**config.mk**
```make
export PLATFORM = sky130hd
export DESIGN_NAME = vfpf_ctrl
export DESIGN_NICKNAME = d
export VERILOG_FILES = /design/src/rtl/vfpf_pkg.sv /design/src/rtl/vfpf_ctrl.sv
export SDC_FILE = /design/constraint.sdc
export NUM_CORES = 1
export LEC_CHECK = 0
export BUFFER_PORTS_ARGS = -buffer_cell sky130_fd_sc_hd__buf_2
export CAP_MARGIN = 30
export CORE_AREA = 2 2 39 41
export DETAILED_ROUTE_END_ITERATION = 7
export DIE_AREA = 0 0 41 43
export RECOVER_POWER = 100
export SYNTH_ARGS = -nofsm -noshare
export SYNTH_HDL_FRONTEND = slang
export SYNTH_SLANG_ARGS = --single-unit
```
**constraint.sdc**
```tcl
create_clock -name aclk -period 3.5 [get_ports aclk]
set_input_delay 1.05 -clock aclk [delete_from_list [all_inputs] [get_ports aclk]]
set_output_delay 1.05 -clock aclk [all_outputs]
set_load 0.1 [all_outputs]
```
**src/rtl/vfpf_pkg.sv**
```systemverilog
package vfpf_pkg;

    localparam int TABLE_ENTRIES = 4096;
    localparam int PROBE_LIMIT   = 8;
    localparam int PROBE_SLOTS   = (PROBE_LIMIT < TABLE_ENTRIES) ? PROBE_LIMIT : TABLE_ENTRIES;
    localparam int PROBE_CNT_W   = (PROBE_SLOTS > 1) ? $clog2(PROBE_SLOTS) : 1;
    localparam int ADDR_W        = $clog2(TABLE_ENTRIES);
    localparam int IDX_W         = 16;
    localparam int KEY_W         = 3 * IDX_W;
    localparam int EPOCH_W       = 8;
    localparam int ENTRY_W       = EPOCH_W + KEY_W;
    localparam int COORD_W       = 32;
    localparam int TAG_W         = 32;
    localparam int COUNT_W       = 24;
    localparam int S_DATA_W      = 3 * COORD_W + TAG_W;
    localparam int M_DATA_W      = 3 * COORD_W + TAG_W + COUNT_W;
    localparam int M_USER_W      = 2;

    localparam logic [COUNT_W-1:0] COUNT_MAX = '1;

    localparam logic KIND_POINT   = 1'b0;
    localparam logic KIND_EOF     = 1'b1;
    localparam logic KIND_KEPT    = 1'b0;
    localparam logic KIND_SUMMARY = 1'b1;

    typedef enum logic [3:0] {
        ST_CLEAR,
        ST_IDLE,
        ST_MUL,
        ST_INDEX,
        ST_HASH,
        ST_READ,
        ST_CHECK,
        ST_EMIT,
        ST_EMIT_FULL,
        ST_SUMMARY
    } vfpf_state_t;

    typedef struct packed {
        logic capture;
        logic mul_en;
        logic idx_en;
        logic hash_en;
        logic probe_step;
        logic key_wr;
        logic clr_start;
        logic clr_wr;
        logic emit_pt;
        logic emit_full;
        logic emit_sum;
    } vfpf_cmd_t;

    typedef struct packed {
        logic in_eof;
        logic slot_free;
        logic key_hit;
        logic probe_last;
        logic out_free;
        logic clr_last;
        logic epoch_wrap;
    } vfpf_sts_t;

endpackage

```
**src/rtl/vfpf_ctrl.sv**
```systemverilog
module vfpf_ctrl (
    input  logic                aclk,
    input  logic                aresetn,
    input  logic                s_tvalid,
    output logic                s_tready,
    input  vfpf_pkg::vfpf_sts_t sts,
    output vfpf_pkg::vfpf_cmd_t cmd
);

    vfpf_pkg::vfpf_state_t state_reg;
    vfpf_pkg::vfpf_state_t state_next;

    always_ff @(posedge aclk) begin
        if (!aresetn) begin
            state_reg <= vfpf_pkg::ST_CLEAR;
        end else begin
            state_reg <= state_next;
        end
    end

    always_comb begin
        state_next = state_reg;
        cmd        = '0;
        s_tready   = 1'b0;
        case (state_reg)
            vfpf_pkg::ST_CLEAR: begin
                cmd.clr_wr = 1'b1;
                if (sts.clr_last) begin
                    state_next = vfpf_pkg::ST_IDLE;
                end
            end
            vfpf_pkg::ST_IDLE: begin
                s_tready = 1'b1;
                if (s_tvalid) begin
                    cmd.capture = 1'b1;
                    state_next  = sts.in_eof ? vfpf_pkg::ST_SUMMARY : vfpf_pkg::ST_MUL;
                end
            end
            vfpf_pkg::ST_MUL: begin
                cmd.mul_en = 1'b1;
                state_next = vfpf_pkg::ST_INDEX;
            end
            vfpf_pkg::ST_INDEX: begin
                cmd.idx_en = 1'b1;
                state_next = vfpf_pkg::ST_HASH;
            end
            vfpf_pkg::ST_HASH: begin
                cmd.hash_en = 1'b1;
                state_next  = vfpf_pkg::ST_READ;
            end
            vfpf_pkg::ST_READ: begin
                state_next = vfpf_pkg::ST_CHECK;
            end
            vfpf_pkg::ST_CHECK: begin
                if (sts.slot_free) begin
                    cmd.key_wr = 1'b1;
                    state_next = vfpf_pkg::ST_EMIT;
                end else if (sts.key_hit) begin
                    state_next = vfpf_pkg::ST_IDLE;
                end else if (sts.probe_last) begin
                    state_next = vfpf_pkg::ST_EMIT_FULL;
                end else begin
                    cmd.probe_step = 1'b1;
                    state_next     = vfpf_pkg::ST_READ;
                end
            end
            vfpf_pkg::ST_EMIT: begin
                if (sts.out_free) begin
                    cmd.emit_pt = 1'b1;
                    state_next  = vfpf_pkg::ST_IDLE;
                end
            end
            vfpf_pkg::ST_EMIT_FULL: begin
                if (sts.out_free) begin
                    cmd.emit_pt   = 1'b1;
                    cmd.emit_full = 1'b1;
                    state_next    = vfpf_pkg::ST_IDLE;
                end
            end
            vfpf_pkg::ST_SUMMARY: begin
                if (sts.out_free) begin
                    cmd.emit_sum = 1'b1;
                    if (sts.epoch_wrap) begin
                        cmd.clr_start = 1'b1;
                        state_next    = vfpf_pkg::ST_CLEAR;
                    end else begin
                        state_next = vfpf_pkg::ST_IDLE;
                    end
                end
            end
            default: begin
                state_next = vfpf_pkg::ST_CLEAR;
            end
        endcase
    end

endmodule

```
**After elaboration in Yosys (flattened, before gate mapping)**

Index checks and enable logic that the tools add are counted.

- Equality and inequality tests: 13
- Multiplexer cells: 30
- Reductions and logical operators: 3

Operators by type and width:

| cell | number |
|---|---|
| $pmux 4 s9 | 1 |
| $mux 4 | 8 |
| $mux 1 | 18 |
| $eq 4x3->1 const B | 4 |
| $eq 4x2->1 const B | 2 |
| $eq 4x4->1 const B | 2 |
| $ne 2x2->1 const B | 3 |
| $eq 4x1->1 const B | 1 |
| $logic_not 4->1 | 1 |
| $mux 2 | 2 |
| $reduce_and 4->1 | 1 |
| $ne 2x1->1 const B | 1 |
| $pmux 1 s2 | 1 |
| $reduce_or 2->1 | 1 |

- Flip-flop bits (word level): 4
- Bits of input ports: 10
- Output and inout bits: 12
- Word-level logic and storage cells: 47

**Longest topological paths before layout**

Gate-level depths: netlist of run 1.

- Word-level depth: 4
- Depth in mapped cells: 5
- Gate-level depth less buffers: 4

**Worst setup path before layout of run 1**

OpenSTA, ideal clock, no wires.

- Path type: input port to output port
- Start: input sts[4] in the netlist's numbering
- End: output cmd[6] in the netlist's numbering
- Arrival: 4.235 ns
- Required time: 2.450 ns
- Setup slack: -1.785 ns
- Cell stages on the path: 2
- Path buffers: 0
- Cell sequence: or3_1 > nor4_1

RTL lines:

| element | RTL line | text |
|---|---|---|
| start: declaration | vfpf_ctrl.sv:6 | `input vfpf_pkg::vfpf_sts_t sts,` |
| end: declaration | vfpf_ctrl.sv:7 | `output vfpf_pkg::vfpf_cmd_t cmd` |

==> reports/qor.yml, run 1 <==
drt_first_pass_iters: 4
crit_path_end_kind: "primary output"
drive_above_1_share_pct: 37.6
die_h_um: 43
drtAntennaViolNets: 0
p_switching_mw: 0.174
p_int_mw: 0.135
place_inst: 98
worstPathRequired_ns: 2.45
area_growth_pct: 45.8
max_slew_margin_pct: 23.3
port_buffers: 21
cts_root_buffer: "clkbuf_4"
skew_ns: 0.00495
slowest_delay_ns: 0.40
num_io_pins: 22
grt_antenna_before_repair: 0
fmaxAchievable_mhz: 310
grt_pass1_vias: 500
cp.buffers_inverters: 2
viasPerCell: 5.69
final_common_cell: "buf_2"
post_cts_resize_count: 0
ys_seq_area_share_pct: 18.0
fin_ws_ns: 0.273
post-dp-hpwl_um: 969
p_per_area_nw_per_um2: 476
clock_sink_count: 4
cts_setup_buffers: 0
cts_buffer_depth: 2
rows: 14
p_seq_share_pct: 20.3
peakVddDrop_mv: 0.334
gp_congestion: 0.805
fin_crit_sh_pct: 92.2
holdBufCountCts: 0
start_util_pct: 32.2
cp_top_family: "simple AND/OR/NAND/NOR gates"
cts_tree: "built"
hold_viol_final: 0
synthDistinctLibCells: 33
p_leak_nw: 0.260
grt_overflow_total: 0
grt_setup_unrepaired: "false"
wirelength_um: 1260
hold_class: "reg2reg"
critPathMaxFanout: 3
setup_viol: 0
post_drt_wl_per_cell_um: 12.5
grt_pass1_wl_um: 2140
final_cell_mix: "buf_2, nor2_1, clkbuf_2"
die_w_um: 41
maxCapViolCount: 0
p_comb_share_pct: 61.5
pre_cts_ws_ns: 0.417
critPathLaunchType: "input pin"
dieArea_um2: 1760
largest_reg_flops: 4
worstMarginPinSlew_ns: 1.16
h-tree-depth: 1
clk_pin_slew_ns: 0.03
fin_crit_ns: 3.23
num_vias: 575
postSynthNetCount: 73
arrival_ns: 2.18
grt_max_degree: 17
drt_iter0_markers: 7
cts_buffers: 3
worst_skew_pair.late_latency_ns: 0.24
nets: 97
slowest_stage: "nor4_1"
drv_slew: 0
drc: 0
syn_avg_cell_area_um2: 7.07
synth_seq_cells: 4
status: "finished clean"
timing.hold.ws_ns: 0.619
track_usage_pct: 17.6
antenna_cells: 0
netlist_area_um2: 445
power_frac_clock_pct: 18.2
crit_type: "in2out"
cp_cell_sequence: "buf_2 > or3_1 > nor4_1 > buf_12"
core_area_um2: 1380
yosysWarnings: 0
final_cells: 101
syn-instance-count: 63
p_sw_share_pct: 56.4
-- area by class of cell --
| cell class | instances | area (um^2) |
|---|---|---|
| Inverter | 3 | 11.3 |
| Fill cell | 139 | 734 |
| Tap cell | 16 | 20.0 |
| Timing Repair Buffer | 24 | 136 |
| Sequential cell | 4 | 80.1 |
| Multi-Input combinational cell | 51 | 379 |
| Clock buffer | 3 | 22.5 |
-- synthesized netlist by cell type --
library cell / number / area (um^2)
o21ba_1: 1 / 10.0
o21ai_0: 3 / 15.0
nand2b_1: 4 / 25.0
or3_1: 2 / 12.5
o21ai_1: 1 / 5.00
a21boi_1: 1 / 7.51
nand3b_1: 2 / 15.0
nor3_2: 1 / 10.0
nor4_1: 4 / 25.0
buf_2: 5 / 25.0
o22a_1: 1 / 8.76
o32ai_1: 1 / 8.76
a2111oi_0: 1 / 8.76
or3b_4: 1 / 11.3
nand4b_1: 1 / 8.76
a21oi_1: 1 / 5.00
a31oi_1: 1 / 6.26
mux2i_1: 1 / 10.0
nand3_1: 1 / 5.00
inv_1: 2 / 7.51
nor3b_1: 1 / 7.51
o32ai_2: 1 / 16.3
nand2_1: 5 / 18.8
dfxtp_1: 4 / 80.1
nor3_1: 3 / 15.0
nor4b_1: 1 / 8.76
nor2_1: 6 / 22.5
a22oi_1: 1 / 7.51
a211oi_1: 1 / 7.51
a32oi_1: 1 / 8.76
inv_2: 1 / 3.75
o22ai_1: 1 / 6.26
and2_1: 2 / 12.5
-- worst min-delay path, cell delays in order (launching register included) --
cell     delay (ns)
dfxtp_1        0.40
nand2_1        0.10
o32ai_1        0.06
-- metrics by stage --
stage / util (%) / total power [mW] / setup TNS, ns / instance area, um^2
2_1_floorplan: - / 0.229 / -0.612 / 509
6_report: 46.9 / 0.309 / 0 / 649
4_1_cts: 48.4 / 0.320 / 0 / 669
3_5_place_dp: 46.7 / 0.262 / 0 / 647
3_3_place_gp: 46.7 / 0.261 / 0 / 647
5_1_grt: 46.9 / 0.331 / 0 / 649
-- logic make-up (layout without fill, tap and decap cells) --
logic type,count (synthesis),in the layout,synth area share (%)
buffers and inverters,8,30,8.14
flip-flops,4,4,18.0
AO/OA/AOI/OAI,16,16,27.3
multiplexers,1,1,2.25
AND/OR/NAND/NOR,34,34,44.4
-- path summary, 6_finish.rpt --
| path | startpoint | endpoint | slack [ns] | cells past startpoint |
|---|---|---|---|---|
| min reg2reg | state_reg[0] | state_reg[0] | 0.62 | 2 |
| max | sts[4] | cmd[6] | 0.27 | 4 |
| max reg2reg | state_reg[2] | state_reg[0] | 1.77 | 4 |
| min | state_reg[0] | state_reg[0] | 0.62 | 2 |
-- power groups by stage --
stage / registers, mW / logic (mW) / clock network (mW)
after floorplan: 0.0546 / 0.174 / 0
after global placement: 0.0637 / 0.197 / 0
after detailed placement: 0.0635 / 0.198 / 0
after CTS: 0.0631 / 0.198 / 0.0589
after global routing: 0.0643 / 0.202 / 0.0653
final: 0.0628 / 0.190 / 0.0563
-- routing by layer --
| layer | share of wire, % | wire length [um] | vias to the layer above | global-route usage (%) |
|---|---|---|---|---|
| li1 | - | - | 285 | - |
| met1 | 45 | 570 | 261 | 23.2 |
| met2 | 48 | 602 | 29 | 26.6 |
| met3 | 7.2 | 91 | 0 | 7.85 |
| met4 | 0 | 0 | 0 | 2.00 |
| met5 | 0 | 0 | - | 0 |
Note: power is estimated with default switching activity, not from simulation.
==> run 2: changes to the inputs <==
--- a/config.mk
+++ b/config.mk
@@ -8,6 +8,7 @@
 export BUFFER_PORTS_ARGS = -buffer_cell sky130_fd_sc_hd__buf_2
 export CAP_MARGIN = 30
 export CORE_AREA = 2 2 39 41
+export CTS_BUF_LIST = sky130_fd_sc_hd__clkbuf_16
 export DETAILED_ROUTE_END_ITERATION = 7
 export DIE_AREA = 0 0 41 43
 export RECOVER_POWER = 100
==> reports/qor.yml, run 2 (synthesis results as in run 1) <==
worst_skew_pair.late_latency_ns: 0.22
critPathMaxFanout: 3
nFillCells: 133
rows: 14
reg2reg_from: "state_reg[2]"
post-dp-hpwl_um: 969
num_io_pins: 22
worstPathRequired_ns: 2.45
die_w_um: 41
worstRegToRegCells: 4
grt_overflow_total: 0
fin_crit_sh_pct: 88.3
drt_first_pass_iters: 4
core_area_um2: 1380
start_util_pct: 32.2
critPathLaunchType: "input pin"
fin_ws_ns: 0.410
wirelength_um: 1280
final_cell_mix: "buf_2, nor2_1, clkbuf_2"
post_cts_resize_count: 0
setup_viol: 0
area_growth_pct: 59.0
hold_viol_final: 0
cts_root_buffer: "clkbuf_16"
antenna_cells: 0
cts_tree: "built"
cts_setup_buffers: 0
crit_type: "in2out"
dieArea_um2: 1760
post_drt_wl_per_cell_um: 12.7
p_per_area_nw_per_um2: 605
multi_input_comb_area_um2: 385
min_delay_path_depth: 2
worstMarginPinSlew_ns: 1.16
grt_pass1_vias: 521
skew_ns: 0.00300
crit_path_end_kind: "primary output"
arrival_ns: 2.04
clock_sink_count: 4
drv_slew: 0
holdPathEnd: "state_reg[0]"
num_vias: 571
viasPerCell: 5.65
fmaxAchievable_mhz: 324
nets: 97
p_leak_nw: 0.283
cts_buffer_depth: 2
port_buffers: 21
final_common_cell: "buf_2"
holdBufCountCts: 0
grt_pass1_wl_um: 2210
die_h_um: 43
drt_iter0_markers: 7
fin_crit_ns: 3.09
pre_cts_ws_ns: 0.417
cts_buffers: 3
max_slew_margin_pct: 23.3
grt_setup_unrepaired: "false"
regArea_um2: 80.1
h-tree-depth: 1
grt_max_degree: 17
reg2reg_to: "state_reg[0]"
report.power.total_mw: 0.429
reg2reg_slack_ns: 1.75
min_from: "state_reg[0]"
status: "finished clean"
drtAntennaViolNets: 0
maxCapViolCount: 0
grt_antenna_before_repair: 0
track_usage_pct: 18.4
peakVddDrop_mv: 0.456
gp_congestion: 0.805
drc: 0
clk_pin_slew_ns: 0.03
hold_class: "reg2reg"
drive_above_1_share_pct: 38.8
largest_reg_flops: 4
-- run 2: cell types whose count changed in the layout (fill, tap and decap cells not counted) --
cell,before,now
nor4_2,1,2
clkbuf_4,3,0
nor4_1,2,1
clkbuf_16,0,3
-- run 2: metal layers --
layer / part of all wire [%] / GRT usage (%) / vias to the layer above / wire length (um)
met2: 49 / 28.4 / 21 / 627
met3: 5.1 / 7.85 / 0 / 65
met1: 46 / 22.9 / 266 / 587
met5: 0 / 0 / - / 0
met4: 0 / 4.00 / 0 / 0
li1: - / - / 284 / -
-- run 2: how the worst max path moves through the flow --
stage	from	to	slack, ns
3_5_place_dp	sts[4]	cmd[6]	0.42
6_report	sts[4]	cmd[6]	0.41
4_1_cts	sts[4]	cmd[6]	0.41
2_1_floorplan	sts[4]	cmd[6]	-0.61
3_3_place_gp	sts[4]	cmd[6]	0.45
5_1_grt	state_reg[2]	cmd[2]	0.32
-- run 2: power breakdown --
part           internal, mW  total (mW)  switching (mW)
Clock                 0.146       0.174          0.0288
Sequential           0.0514      0.0629          0.0115
Combinational        0.0453       0.191           0.146
-- run 2: metrics by stage --
stage | instance area (um^2) | std cells | utilization, % | setup TNS, ns | hold WS, ns
2_1_floorplan | 509 | 63 | - | -0.612 | 0.637
4_1_cts | 722 | 101 | 52.2 | 0 | 0.648
6_report | 708 | 101 | 51.2 | 0 | 0.622
3_3_place_gp | 647 | 98 | 46.7 | 0 | 0.640
3_5_place_dp | 647 | 98 | 46.7 | 0 | 0.633
5_1_grt | 708 | 101 | 51.2 | 0 | 0.692
-- run 2: cell type report --
cell class	count	area share [%]
clock buffers	3	10.6
inverters	3	1.59
well taps	16	2.83
flip-flops and latches	4	11.3
multi-input cells	51	54.4
repair buffers	24	19.3
-- run 2: critical path, cell delays in order --
cell	delay (ns)
buf_2	0.11
or3_1	0.38
nor4_2	0.27
buf_12	0.23
==> run 3: changes to the inputs <==
--- a/config.mk
+++ b/config.mk
@@ -6,11 +6,14 @@
 export NUM_CORES = 1
 export LEC_CHECK = 0
 export BUFFER_PORTS_ARGS = -buffer_cell sky130_fd_sc_hd__buf_2
-export CAP_MARGIN = 30
-export CORE_AREA = 2 2 39 41
+export CAP_MARGIN = 20
+export CELL_PAD_IN_SITES_DETAIL_PLACEMENT = 1
+export CELL_PAD_IN_SITES_GLOBAL_PLACEMENT = 1
+export CORE_AREA = 2 2 41 43
 export CTS_BUF_LIST = sky130_fd_sc_hd__clkbuf_16
 export DETAILED_ROUTE_END_ITERATION = 7
-export DIE_AREA = 0 0 41 43
+export DIE_AREA = 0 0 43 45
+export PLACE_DENSITY_LB_ADDON = 0.1
 export RECOVER_POWER = 100
 export SYNTH_ARGS = -nofsm -noshare
 export SYNTH_HDL_FRONTEND = slang
==> reports/qor.yml, run 3 (synthesis results as in run 1) <==
status: "finished clean"
hold_class: "reg2reg"
grt_max_degree: 17
clk_pin_slew_ns: 0.03
setup_tns_ns: 0
cts_tree: "built"
cts_buffers: 3
dieArea_um2: 1940
setup_viol: 0
postLayoutCellArea_um2: 714
arrival_ns: 2.13
nFillCells: 203
reg2reg_slack_ns: 1.94
wirelength_um: 1480
post_drt_wl_per_cell_um: 14.3
fin_crit_sh_pct: 91.0
cp_top_family: "simple AND/OR/NAND/NOR gates"
port_buffers: 21
holdBufCountCts: 0
die_h_um: 45
p_leak_nw: 0.287
drt_iter0_markers: 11
viasPerCell: 5.67
p_per_area_nw_per_um2: 602
peakVddDrop_mv: 0.375
worstMarginPinSlew_ns: 1.16
worstRegToRegCells: 5
area_growth_pct: 60.4
worstPathRequired_ns: 2.45
final_cell_mix: "buf_2, clkbuf_1, nor2_1, clkbuf_2"
pre_cts_ws_ns: 0.425
gp_congestion: 0.794
crit_type: "in2out"
critPathMaxFanout: 3
grt_pass1_wl_um: 2440
grt_overflow_total: 0
cts_root_buffer: "clkbuf_16"
num_vias: 584
h-tree-depth: 1
critical_path.endpoint: "cmd[6]"
fin_crit_ns: 3.18
track_usage_pct: 17.1
crit_start: "sts[4]"
place_area_um2: 662
grt_setup_unrepaired: "false"
cts_setup_buffers: 0
cp_num_cells: 4
fin_ws_ns: 0.316
maxCapViolCount: 0
rows: 14
cp.buffers_inverters: 2
core_area_um2: 1470
slowest_stage: "nor4_1"
clock_sink_count: 4
drtAntennaViolNets: 0
reg2reg_to: "state_reg[1]"
drt_first_pass_iters: 4
num_io_pins: 22
slowest_delay_ns: 0.39
start_util_pct: 30.3
skew_ns: 0.000639
nets: 99
antenna_cells: 0
drive_above_1_share_pct: 36.8
grt_pass1_vias: 538
largest_reg_flops: 4
crit_path_end_kind: "primary output"
die_w_um: 43
drv_slew: 0
grt_antenna_before_repair: 0
critPathLaunchType: "input pin"
cts_buffer_depth: 2
hold_viol_final: 0
worst_skew_pair.late_latency_ns: 0.22
post-dp-hpwl_um: 1140
max_slew_margin_pct: 23.3
fmaxAchievable_mhz: 314
cp_cell_sequence: "clkbuf_1 > or3_1 > nor4_1 > buf_12"
drc: 0
reg2reg_from: "state_reg[1]"
post_cts_resize_count: 0
==> run 3: cell types whose count changed in the layout (fill, tap and decap cells not counted), sizes merged <==
cell	delta
clkbuf	+2
==> run 3: power breakdown <==
| part | leakage [nW] | internal [mW] | switching, mW |
|---|---|---|---|
| Clock | 0.0370 | 0.146 | 0.0293 |
| Sequential | 0.0326 | 0.0514 | 0.0131 |
| Combinational | 0.218 | 0.0454 | 0.145 |
==> run 3: worst reg2reg max path, delay by kind of cell (launching register included) <==
family	cells	cell delay (ns)
flops	1	0.52
buf+inv	1	0.19
simple gates	3	0.64
compound gates	1	0.09
==> run 3: through the flow <==
stage,total power [mW],utilization [%],cells,hold slack [ns]
after global routing,0.451,48.6,103,0.696
after CTS,0.441,50.1,103,0.684
after floorplan,0.229,-,63,0.637
after detailed placement,0.264,45.0,100,0.679
final,0.430,48.6,103,0.669
after global placement,0.263,45.0,100,0.669
==> run 3: how the worst min path moves through the flow <==
stage | startpoint | end | slack [ns] | cells past startpoint
global route | state_reg[3] | state_reg[2] | 0.70 | 2
finish | state_reg[3] | state_reg[2] | 0.67 | 2
global placement | state_reg[3] | state_reg[2] | 0.67 | 2
detailed placement | state_reg[3] | state_reg[2] | 0.68 | 2
CTS | state_reg[3] | state_reg[2] | 0.68 | 2
floorplan | state_reg[2] | state_reg[3] | 0.64 | 2
==> run 3: final cells by class <==
cell class | count | area (um^2) | share of cell area, %
Clock buffer | 3 | 75.1 | 10.5
Inverter | 3 | 11.3 | 1.58
Multi-Input combinational cell | 51 | 379 | 53.1
Sequential cell | 4 | 80.1 | 11.2
Tap cell | 16 | 20.0 | 2.80
Timing Repair Buffer | 26 | 149 | 20.8
==> run 3: layer usage <==
layer  vias to the layer above  global-route usage (%)  part of all wire [%]
li1                        287                       -                     -
met1                       272                    19.5                    42
met2                        25                    31.5                    50
met3                         0                    5.20                   7.6
met4                         0                    3.64                     0
met5                         -                       0                     0
